### src/rtl/led_fb_pkg.sv
`timescale 1ns / 1ps
`default_nettype none
// ---------------------------------------------------------------------------
// led_fb_pkg
// Shared operation codes, constants and controller/datapath interface
// structs for the blinking LED matrix framebuffer.
// ---------------------------------------------------------------------------
package led_fb_pkg;

  localparam int MATRICES_DEFAULT = 4;
  localparam int ROWS             = 8;
  localparam logic [7:0] BLANK_ROW = 8'h00;

  typedef enum logic [2:0] {
    OP_SET_ROW     = 3'd0,
    OP_PIXEL_ON    = 3'd1,
    OP_PIXEL_OFF   = 3'd2,
    OP_BLINK_ROW   = 3'd3,
    OP_BLINK_PIXEL = 3'd4,
    OP_CLEAR       = 3'd5,
    OP_REFRESH     = 3'd6
  } op_t;

  // Commands from the controller to the datapath.
  typedef struct packed {
    logic load_item;     // latch the input item and read its row
    logic write_back;    // write the modified row to both stores
    logic clear_matrix;  // invalidate all rows of the addressed matrix
    logic cnt_clear;     // restart the refresh walk
    logic fetch;         // read the row under the refresh counters
    logic load_out;      // move the fetched row into the output register
    logic cnt_step;      // advance the refresh counters
  } cmd_t;

  // Status from the datapath to the controller.
  typedef struct packed {
    logic is_refresh;
    logic is_update;
    logic is_clear;
    logic cnt_last;
    logic out_free;
  } status_t;

endpackage : led_fb_pkg
`default_nettype wire

### src/rtl/led_matrix_blink_framebuffer.sv
`timescale 1ns / 1ps
`default_nettype none
// ---------------------------------------------------------------------------
// led_matrix_blink_framebuffer
// Two-phase row framebuffer for a chain of 8x8 LED matrices.
// ---------------------------------------------------------------------------
// Each matrix has a phase-A and a phase-B row store held in a memory with
// one read port. Row and pixel updates are a read followed by a write-back;
// clear, out-of-range and unused items finish in the idle state. Refresh
// streams 16 * MATRICES beats (all phase-A rows matrix by matrix, then all
// phase-B rows), each beat passing through a fetch state and then a hand-off
// state, since beats share the one memory read port; the hand-off waits while
// the output stalls. Both stores read as blank after reset with no clearing
// pass. The last refresh beat may still wait in the output register while
// the next item is accepted.
// ---------------------------------------------------------------------------
module led_matrix_blink_framebuffer
  import led_fb_pkg::*;
#(
  parameter int MATRICES = MATRICES_DEFAULT
) (
  input  wire logic       clk,
  input  wire logic       rst,
  input  wire logic       in_valid,
  output logic            in_stall,
  input  wire logic [2:0] operation,
  input  wire logic [1:0] matrix,
  input  wire logic [3:0] row,
  input  wire logic [3:0] column,
  input  wire logic [7:0] pattern,
  output logic            out_valid,
  input  wire logic       out_stall,
  output logic [1:0]      matrix_select,
  output logic [3:0]      digit_address,
  output logic [7:0]      row_data,
  output logic            phase,
  output logic            last
);

  cmd_t    cmd;
  status_t status;

  led_fb_ctrl u_ctrl (
    .clk      (clk),
    .rst      (rst),
    .in_valid (in_valid),
    .in_stall (in_stall),
    .status   (status),
    .cmd      (cmd)
  );

  led_fb_datapath #(
    .MATRICES (MATRICES)
  ) u_datapath (
    .clk           (clk),
    .rst           (rst),
    .cmd           (cmd),
    .status        (status),
    .operation     (operation),
    .matrix        (matrix),
    .row           (row),
    .column        (column),
    .pattern       (pattern),
    .out_valid     (out_valid),
    .out_stall     (out_stall),
    .matrix_select (matrix_select),
    .digit_address (digit_address),
    .row_data      (row_data),
    .phase         (phase),
    .last          (last)
  );

endmodule : led_matrix_blink_framebuffer
`default_nettype wire

### src/rtl/led_fb_datapath.sv
`timescale 1ns / 1ps
`default_nettype none
// ---------------------------------------------------------------------------
// led_fb_datapath
// Row stores for both blink phases, item decode, read-modify-write logic,
// refresh counters and the output register.
// ---------------------------------------------------------------------------
module led_fb_datapath
  import led_fb_pkg::*;
#(
  parameter int MATRICES = MATRICES_DEFAULT
) (
  input  wire logic       clk,
  input  wire logic       rst,
  input  wire cmd_t       cmd,
  output status_t         status,
  input  wire logic [2:0] operation,
  input  wire logic [1:0] matrix,
  input  wire logic [3:0] row,
  input  wire logic [3:0] column,
  input  wire logic [7:0] pattern,
  output logic            out_valid,
  input  wire logic       out_stall,
  output logic [1:0]      matrix_select,
  output logic [3:0]      digit_address,
  output logic [7:0]      row_data,
  output logic            phase,
  output logic            last
);

  localparam int MAT_W = (MATRICES > 1) ? $clog2(MATRICES) : 1;
  localparam int AW    = MAT_W + 3;
  localparam int DEPTH = ROWS * MATRICES;

  // Row stores; an entry whose valid bit is clear reads as a blank row.
  logic [7:0]       a_mem [DEPTH];
  logic [7:0]       b_mem [DEPTH];
  logic [DEPTH-1:0] row_valid;

  logic [7:0]       rd_a;
  logic [7:0]       rd_b;
  logic             rd_v;
  logic [7:0]       cur_a;
  logic [7:0]       cur_b;

  // Latched item.
  logic [2:0]       op_q;
  logic [AW-1:0]    idx_q;
  logic [7:0]       pat_q;
  logic [7:0]       mask_q;

  // Refresh walk counters.
  logic [2:0]       row_cnt;
  logic [MAT_W-1:0] mat_cnt;
  logic             ph_cnt;

  logic [4:0]       mat_ext;
  logic [4:0]       cnt_ext;
  logic             matrix_ok;
  logic             row_ok;
  logic             col_ok;
  logic [2:0]       row_idx;
  logic [2:0]       col_idx;
  logic [AW-1:0]    item_idx;
  logic [AW-1:0]    rd_addr;
  logic             rd_en;
  logic [7:0]       new_a;
  logic [7:0]       new_b;
  logic             row_end;
  logic             mat_end;

  // Item decode.
  assign mat_ext   = 5'(matrix);
  assign matrix_ok = (mat_ext < 5'(MATRICES));
  assign row_ok    = (row >= 4'd1) && (row <= 4'(ROWS));
  assign col_ok    = (column >= 4'd1) && (column <= 4'(ROWS));
  assign row_idx   = 3'(row - 4'd1);
  assign col_idx   = 3'(column - 4'd1);
  assign item_idx  = {mat_ext[MAT_W-1:0], row_idx};

  assign row_end = (row_cnt == 3'(ROWS - 1));
  assign mat_end = (mat_cnt == MAT_W'(MATRICES - 1));

  always_comb begin
    status.is_refresh = (operation == OP_REFRESH);
    status.is_clear   = (operation == OP_CLEAR) && matrix_ok;
    status.cnt_last   = ph_cnt && mat_end && row_end;
    status.out_free   = !out_valid || !out_stall;
    status.is_update  = 1'b0;
    unique case (operation)
      OP_SET_ROW, OP_BLINK_ROW: status.is_update = matrix_ok && row_ok;
      OP_PIXEL_ON, OP_PIXEL_OFF, OP_BLINK_PIXEL:
        status.is_update = matrix_ok && row_ok && col_ok;
      default: status.is_update = 1'b0;
    endcase
  end

  // Memory read port, shared by updates and the refresh walk.
  assign rd_en   = cmd.load_item || cmd.fetch;
  assign rd_addr = cmd.load_item ? item_idx : {mat_cnt, row_cnt};

  always_ff @(posedge clk) begin
    if (rd_en) begin
      rd_a <= a_mem[rd_addr];
      rd_b <= b_mem[rd_addr];
      rd_v <= row_valid[rd_addr];
    end
    if (cmd.write_back) begin
      a_mem[idx_q] <= new_a;
      b_mem[idx_q] <= new_b;
    end
  end

  assign cur_a = rd_v ? rd_a : BLANK_ROW;
  assign cur_b = rd_v ? rd_b : BLANK_ROW;

  always_comb begin
    new_a = cur_a;
    new_b = cur_b;
    unique case (op_q)
      OP_SET_ROW: begin
        new_a = pat_q;
        new_b = pat_q;
      end
      OP_BLINK_ROW: begin
        new_a = pat_q;
        new_b = BLANK_ROW;
      end
      OP_PIXEL_ON: begin
        new_a = cur_a | mask_q;
        new_b = cur_b | mask_q;
      end
      OP_PIXEL_OFF: begin
        new_a = cur_a & ~mask_q;
        new_b = cur_b & ~mask_q;
      end
      OP_BLINK_PIXEL: begin
        new_a = cur_a | mask_q;
        new_b = cur_b & ~mask_q;
      end
      default: begin
        new_a = cur_a;
        new_b = cur_b;
      end
    endcase
  end

  // Item latch.
  always_ff @(posedge clk) begin
    if (cmd.load_item) begin
      op_q   <= operation;
      idx_q  <= item_idx;
      pat_q  <= pattern;
      mask_q <= 8'b1 << col_idx;
    end
  end

  // Valid bits give the stores their blank state after reset and on clear.
  always_ff @(posedge clk) begin
    if (rst) begin
      row_valid <= '0;
    end else begin
      if (cmd.write_back) begin
        row_valid[idx_q] <= 1'b1;
      end
      if (cmd.clear_matrix) begin
        for (int i = 0; i < DEPTH; i++) begin
          if (i[AW-1:3] == mat_ext[MAT_W-1:0]) begin
            row_valid[i] <= 1'b0;
          end
        end
      end
    end
  end

  // Refresh counters: rows within a matrix, then matrices, then phase.
  always_ff @(posedge clk) begin
    if (rst || cmd.cnt_clear) begin
      row_cnt <= '0;
      mat_cnt <= '0;
      ph_cnt  <= 1'b0;
    end else if (cmd.cnt_step) begin
      row_cnt <= row_cnt + 3'd1;
      if (row_end) begin
        if (mat_end) begin
          mat_cnt <= '0;
          ph_cnt  <= !ph_cnt;
        end else begin
          mat_cnt <= mat_cnt + MAT_W'(1);
        end
      end
    end
  end

  assign cnt_ext = 5'(mat_cnt);

  // Output register.
  always_ff @(posedge clk) begin
    if (rst) begin
      out_valid <= 1'b0;
    end else if (cmd.load_out) begin
      out_valid <= 1'b1;
    end else if (!out_stall) begin
      out_valid <= 1'b0;
    end
  end

  always_ff @(posedge clk) begin
    if (cmd.load_out) begin
      matrix_select <= cnt_ext[1:0];
      digit_address <= {1'b0, row_cnt} + 4'd1;
      row_data      <= ph_cnt ? cur_b : cur_a;
      phase         <= ph_cnt;
      last          <= status.cnt_last;
    end
  end

endmodule : led_fb_datapath
`default_nettype wire

### src/rtl/led_fb_ctrl.sv
`timescale 1ns / 1ps
`default_nettype none
// ---------------------------------------------------------------------------
// led_fb_ctrl
// Sequencer for updates (read, then write back) and the refresh walk
// (fetch a row, then hand it to the output register).
// ---------------------------------------------------------------------------
module led_fb_ctrl
  import led_fb_pkg::*;
(
  input  wire logic    clk,
  input  wire logic    rst,
  input  wire logic    in_valid,
  output logic         in_stall,
  input  wire status_t status,
  output cmd_t         cmd
);

  typedef enum logic [1:0] {
    ST_IDLE,
    ST_MODIFY,
    ST_FETCH,
    ST_EMIT
  } state_t;

  state_t state;
  state_t state_next;
  logic   accept;

  assign in_stall = (state != ST_IDLE);
  assign accept   = in_valid && !in_stall;

  always_comb begin
    cmd        = '0;
    state_next = state;
    unique case (state)
      ST_IDLE: begin
        if (accept) begin
          if (status.is_refresh) begin
            cmd.cnt_clear = 1'b1;
            state_next    = ST_FETCH;
          end else if (status.is_update) begin
            cmd.load_item = 1'b1;
            state_next    = ST_MODIFY;
          end else if (status.is_clear) begin
            cmd.clear_matrix = 1'b1;
          end
        end
      end
      ST_MODIFY: begin
        cmd.write_back = 1'b1;
        state_next     = ST_IDLE;
      end
      ST_FETCH: begin
        cmd.fetch  = 1'b1;
        state_next = ST_EMIT;
      end
      ST_EMIT: begin
        // Hold the fetched row until the output register can take it.
        if (status.out_free) begin
          cmd.load_out = 1'b1;
          cmd.cnt_step = 1'b1;
          state_next   = status.cnt_last ? ST_IDLE : ST_FETCH;
        end
      end
      default: state_next = ST_IDLE;
    endcase
  end

  always_ff @(posedge clk) begin
    if (rst) begin
      state <= ST_IDLE;
    end else begin
      state <= state_next;
    end
  end

endmodule : led_fb_ctrl
`default_nettype wire

### config.mk
export PLATFORM = sky130hd
export DESIGN_NAME = led_matrix_blink_framebuffer
export DESIGN_NICKNAME = d
export VERILOG_FILES = /design/src/rtl/led_fb_pkg.sv /design/src/rtl/led_matrix_blink_framebuffer.sv /design/src/rtl/led_fb_datapath.sv /design/src/rtl/led_fb_ctrl.sv
export SDC_FILE = /design/constraint.sdc
export NUM_CORES = 1
export LEC_CHECK = 0
export BUFFER_PORTS_ARGS = -buffer_cell sky130_fd_sc_hd__buf_4
export CORE_MARGIN = 3
export CORE_UTILIZATION = 45
export DETAILED_ROUTE_END_ITERATION = 12
export SYNTH_ARGS = -nofsm -noshare
export SYNTH_HDL_FRONTEND = slang
export SYNTH_HIERARCHICAL = 1
export SYNTH_SLANG_ARGS = --single-unit
### constraint.sdc
create_clock -name clk -period 12.8 [get_ports clk]
set_clock_uncertainty 0.1 [all_clocks]
set_input_delay 1.92 -clock clk [delete_from_list [all_inputs] [get_ports clk]]
set_output_delay 1.92 -clock clk [all_outputs]
set_load 0.05 [all_outputs]
==> results.yml <==
yosys:
  syn-cell-area_sq_um: 25100
  yosys.area_share.adder_pct: 0.249
  synth_top_family_by_area: "compound AO/OA/AOI/OAI gates"
  ys_types: 69
  synth-xor-area-share_pct: 0.204
  synth_cells: 1738
  synth-compound-area-share_pct: 10.5
  synthSimpleGateAreaFrac_pct: 9.37
  syn_avg_cell_area_sq_um: 14.4
  ys_warn_count: 6
  synth_ff_type: "edfxtp_1"
  muxShareOfSynthArea_pct: 5.49
  synth_nets: 1768
  ys_seq_elements: 610
  ys_seq_area_share_pct: 71.3
  synth_enable_flop_cells: 569
  ys_async_sr_fraction_pct: 0
place:
  portBuffers: 42
  place_hpwl_mm: 39.9
  place_congestion: 0.805
floorplan:
  die_area_sq_um: 58700
  start_util_pct: 46.1
  die_h_microns: 242
  coreArea_sq_um: 54500
  rows: 85
  io_pins: 43
  die_w_microns: 242
clocking:
  clkSinkCount: 610
  clkSlewWorstSetupHoldPaths_ns: 0.06
  clock_latency_ns: 0.64
  clockBufferDepth: 3
  ctsResizeCount: 0
  h-tree-depth: 2
  cts_made_buffers: 60
  cts_tree: "done"
  cts-root-buf: "clkbuf_16"
  postCtsSetupRepairBufs: 0
  cts_hold_buffers: 0
cells_and_area:
  fillers: 4532
  diodes: 0
  mostFrequentLayoutCells: "edfxtp_1, nand2_1, buf_4"
  layout.nets: 1827
  multi_input_area_sq_um: 6630
  synthToLayoutAreaGrowth_pct: 12.9
  post-route-util_pct: 52.0
  regArea_sq_um: 17900
  layout_commonest_cell: "edfxtp_1"
  drive_gt1_share_pct: 15.6
pwr:
  p_leak_nw: 9.29
  ir_drop_mv: 0.103
  p_per_area_nw_per_um2: 150
setup_path:
  cp_max_fo: 92
  startpoint_type: "input port"
  crit_arrival_ns: 7.22
  worst_ep_required_time_ns: 13.14
  r2r_start: "u_ctrl/state[0]$_SDFFE_PP0P_"
  rrSetupSlack_ns: 7.55
  reg2reg_depth: 10
  path_class: "in -> reg"
  critPathCaptureType: "flip-flop"
  r2r_end: "u_datapath/rd_b[5]$_DFFE_PP_"
worst_hold_path:
  min_to: "u_datapath/row_valid[28]$_SDFF_PP0_"
  hold_class: "reg -> reg"
  whs_path_depth: 1
  hold_start: "u_datapath/row_valid[28]$_SDFF_PP0_"
sta:
  finalCritPeriodShare_pct: 53.7
  setup_violations: 0
  maxSlewHeadroom_pct: 23.6
  holdWs_ns: 0.365
  fin_tns_setup_ns: 0
  max_freq_mhz: 145
  worst_pin_slew_ns: 1.15
  fin_crit_ns: 6.88
  rsz0062_at_grt: "false"
  slew_violations: 0
  hold_viol_final: 0
global_routing:
  grt.total_usage_pct: 23.1
  grt_pass1_wl_mm: 101
  antenna_found_initial: 0
  grt_pass1_vias: 14900
  grt_max_degree: 93
  grt.overflow.total: 0
detailed_routing:
  highest_layer: "met4"
  wl_met1_mm: 28.9
  dr.first_iter.drc_count: 1806
  via_per_inst: 6.03
  vias: 15600
  wirelength_mm: 68.6
  drtPass1Iterations: 6
  post_drt_wl_per_cell_microns: 26.5
  wl_met2_mm: 31.7
  route.met3.wl_mm: 5.97
  drc: 0
  drtAntennaViolNets: 0
outcome:
  status: "finished, final reports clean"
job:
  drv_cap: 0
logic make-up (layout without fill, tap and decap cells):
| family | count (synthesis) | count (layout) |
|---|---|---|
| DFF | 610 | 610 |
| and+or+nand+nor | 535 | 535 |
| AOI/OAI and AO/OA | 360 | 360 |
| buffers and inverters | 131 | 242 |
| muxes | 92 | 92 |
| adders and majority gates | 5 | 5 |
| xor gates and xnor gates | 5 | 5 |
metrics by stage:
stage                     total power [W]  area, sq um  setup slack, ns  cells
after global routing              0.00438        28300             5.53   2588
after global placement            0.00252        26300             5.40   2474
after floorplan                   0.00243        25100             5.83   1738
after detailed placement          0.00253        26300             5.27   2474
final                             0.00425        28300             5.92   2588
after CTS                         0.00428        28300             5.92   2588
per-layer routing:
layer / GRT usage [%] / vias to the layer above
li1: - / 6838
met1: 32.9 / 7997
met2: 36.0 / 677
met3: 4.24 / 103
met4: 7.51 / 0
met5: 0 / -
report_power, final:
part	switching [W]	internal [W]	total, W
Combinational	0.000185	0.0000786	0.000264
Clock	0.000753	0.00101	0.00176
Sequential	0.0000147	0.00221	0.00222
Total	0.000953	0.00330	0.00425
critical path, cell delays in order:
cell	delay, ns
buf_4	0.14
nor3_1	0.28
xnor2_1	0.17
a21oi_1	0.10
a211oi_1	0.38
nor3b_2	0.30
buf_4	0.88
or2_4	0.30
and2_4	0.78
buf_4	0.81
nor2_1	0.17
a2bb2oi_1	0.17
o311a_1	0.41
nor4_1	0.29
state kept, by name, summed over array words and instances (netlist names), 3 cells and up:
signal and flops:
u_datapath/a_mem 256, u_datapath/op_q 3, u_datapath/b_mem 256, u_datapath/rd_a 8
u_datapath/digit_address 4, u_datapath/row_cnt 3, u_datapath/rd_b 8, u_datapath/idx_q 5
u_datapath/row_valid 32, u_datapath/mask_q 8, u_datapath/pat_q 8, u_datapath/row_data 8
cell type report:
class,count,area share [%]
sequential,610,63.2
timing repair buffer,109,2.89
clock inverter,38,1.37
inverter,19,0.252
multi-input combinational,997,23.4
tap,739,3.26
clock buffer,76,5.65
synth_stat cells (8+ instances only):
| library cell | count | area, sq um |
|---|---|---|
| a221oi_1 | 31 | 272 |
| nand3_1 | 77 | 385 |
| o21a_1 | 32 | 240 |
| o211ai_1 | 8 | 60.1 |
| inv_1 | 18 | 67.6 |
| o311a_1 | 30 | 300 |
| mux4_2 | 36 | 811 |
| o21ai_0 | 33 | 165 |
| dfxtp_1 | 41 | 821 |
| a21oi_1 | 67 | 335 |
| buf_2 | 20 | 100 |
| edfxtp_1 | 569 | 17100 |
| nand2_1 | 287 | 1080 |
| clkbuf_1 | 59 | 221 |
| nor3_1 | 12 | 60.1 |
| a2bb2oi_1 | 30 | 263 |
| nor2_1 | 97 | 364 |
| nor2b_1 | 9 | 56.3 |
| a31oi_1 | 36 | 225 |
| buf_4 | 14 | 105 |
| nor4_1 | 12 | 75.1 |
| a32oi_1 | 33 | 289 |
| buf_6 | 11 | 124 |
| mux2i_1 | 53 | 531 |
| a21o_1 | 33 | 248 |
worst max-delay path by stage:
stage / cells past startpoint / end / start / slack [ns]
3_3_place_gp: 14 / u_datapath/rd_a[3]$_DFFE_PP_ / column[2] / 5.40
6_report: 14 / u_datapath/rd_b[5]$_DFFE_PP_ / column[2] / 5.92
2_1_floorplan: 15 / u_datapath/rd_b[4]$_DFFE_PP_ / row[0] / 5.83
5_1_grt: 14 / u_datapath/rd_b[6]$_DFFE_PP_ / column[2] / 5.53
3_5_place_dp: 14 / u_datapath/rd_b[5]$_DFFE_PP_ / column[2] / 5.27
4_1_cts: 14 / u_datapath/rd_b[5]$_DFFE_PP_ / column[2] / 5.92
No activity file was read; power rests on OpenSTA's default activity.
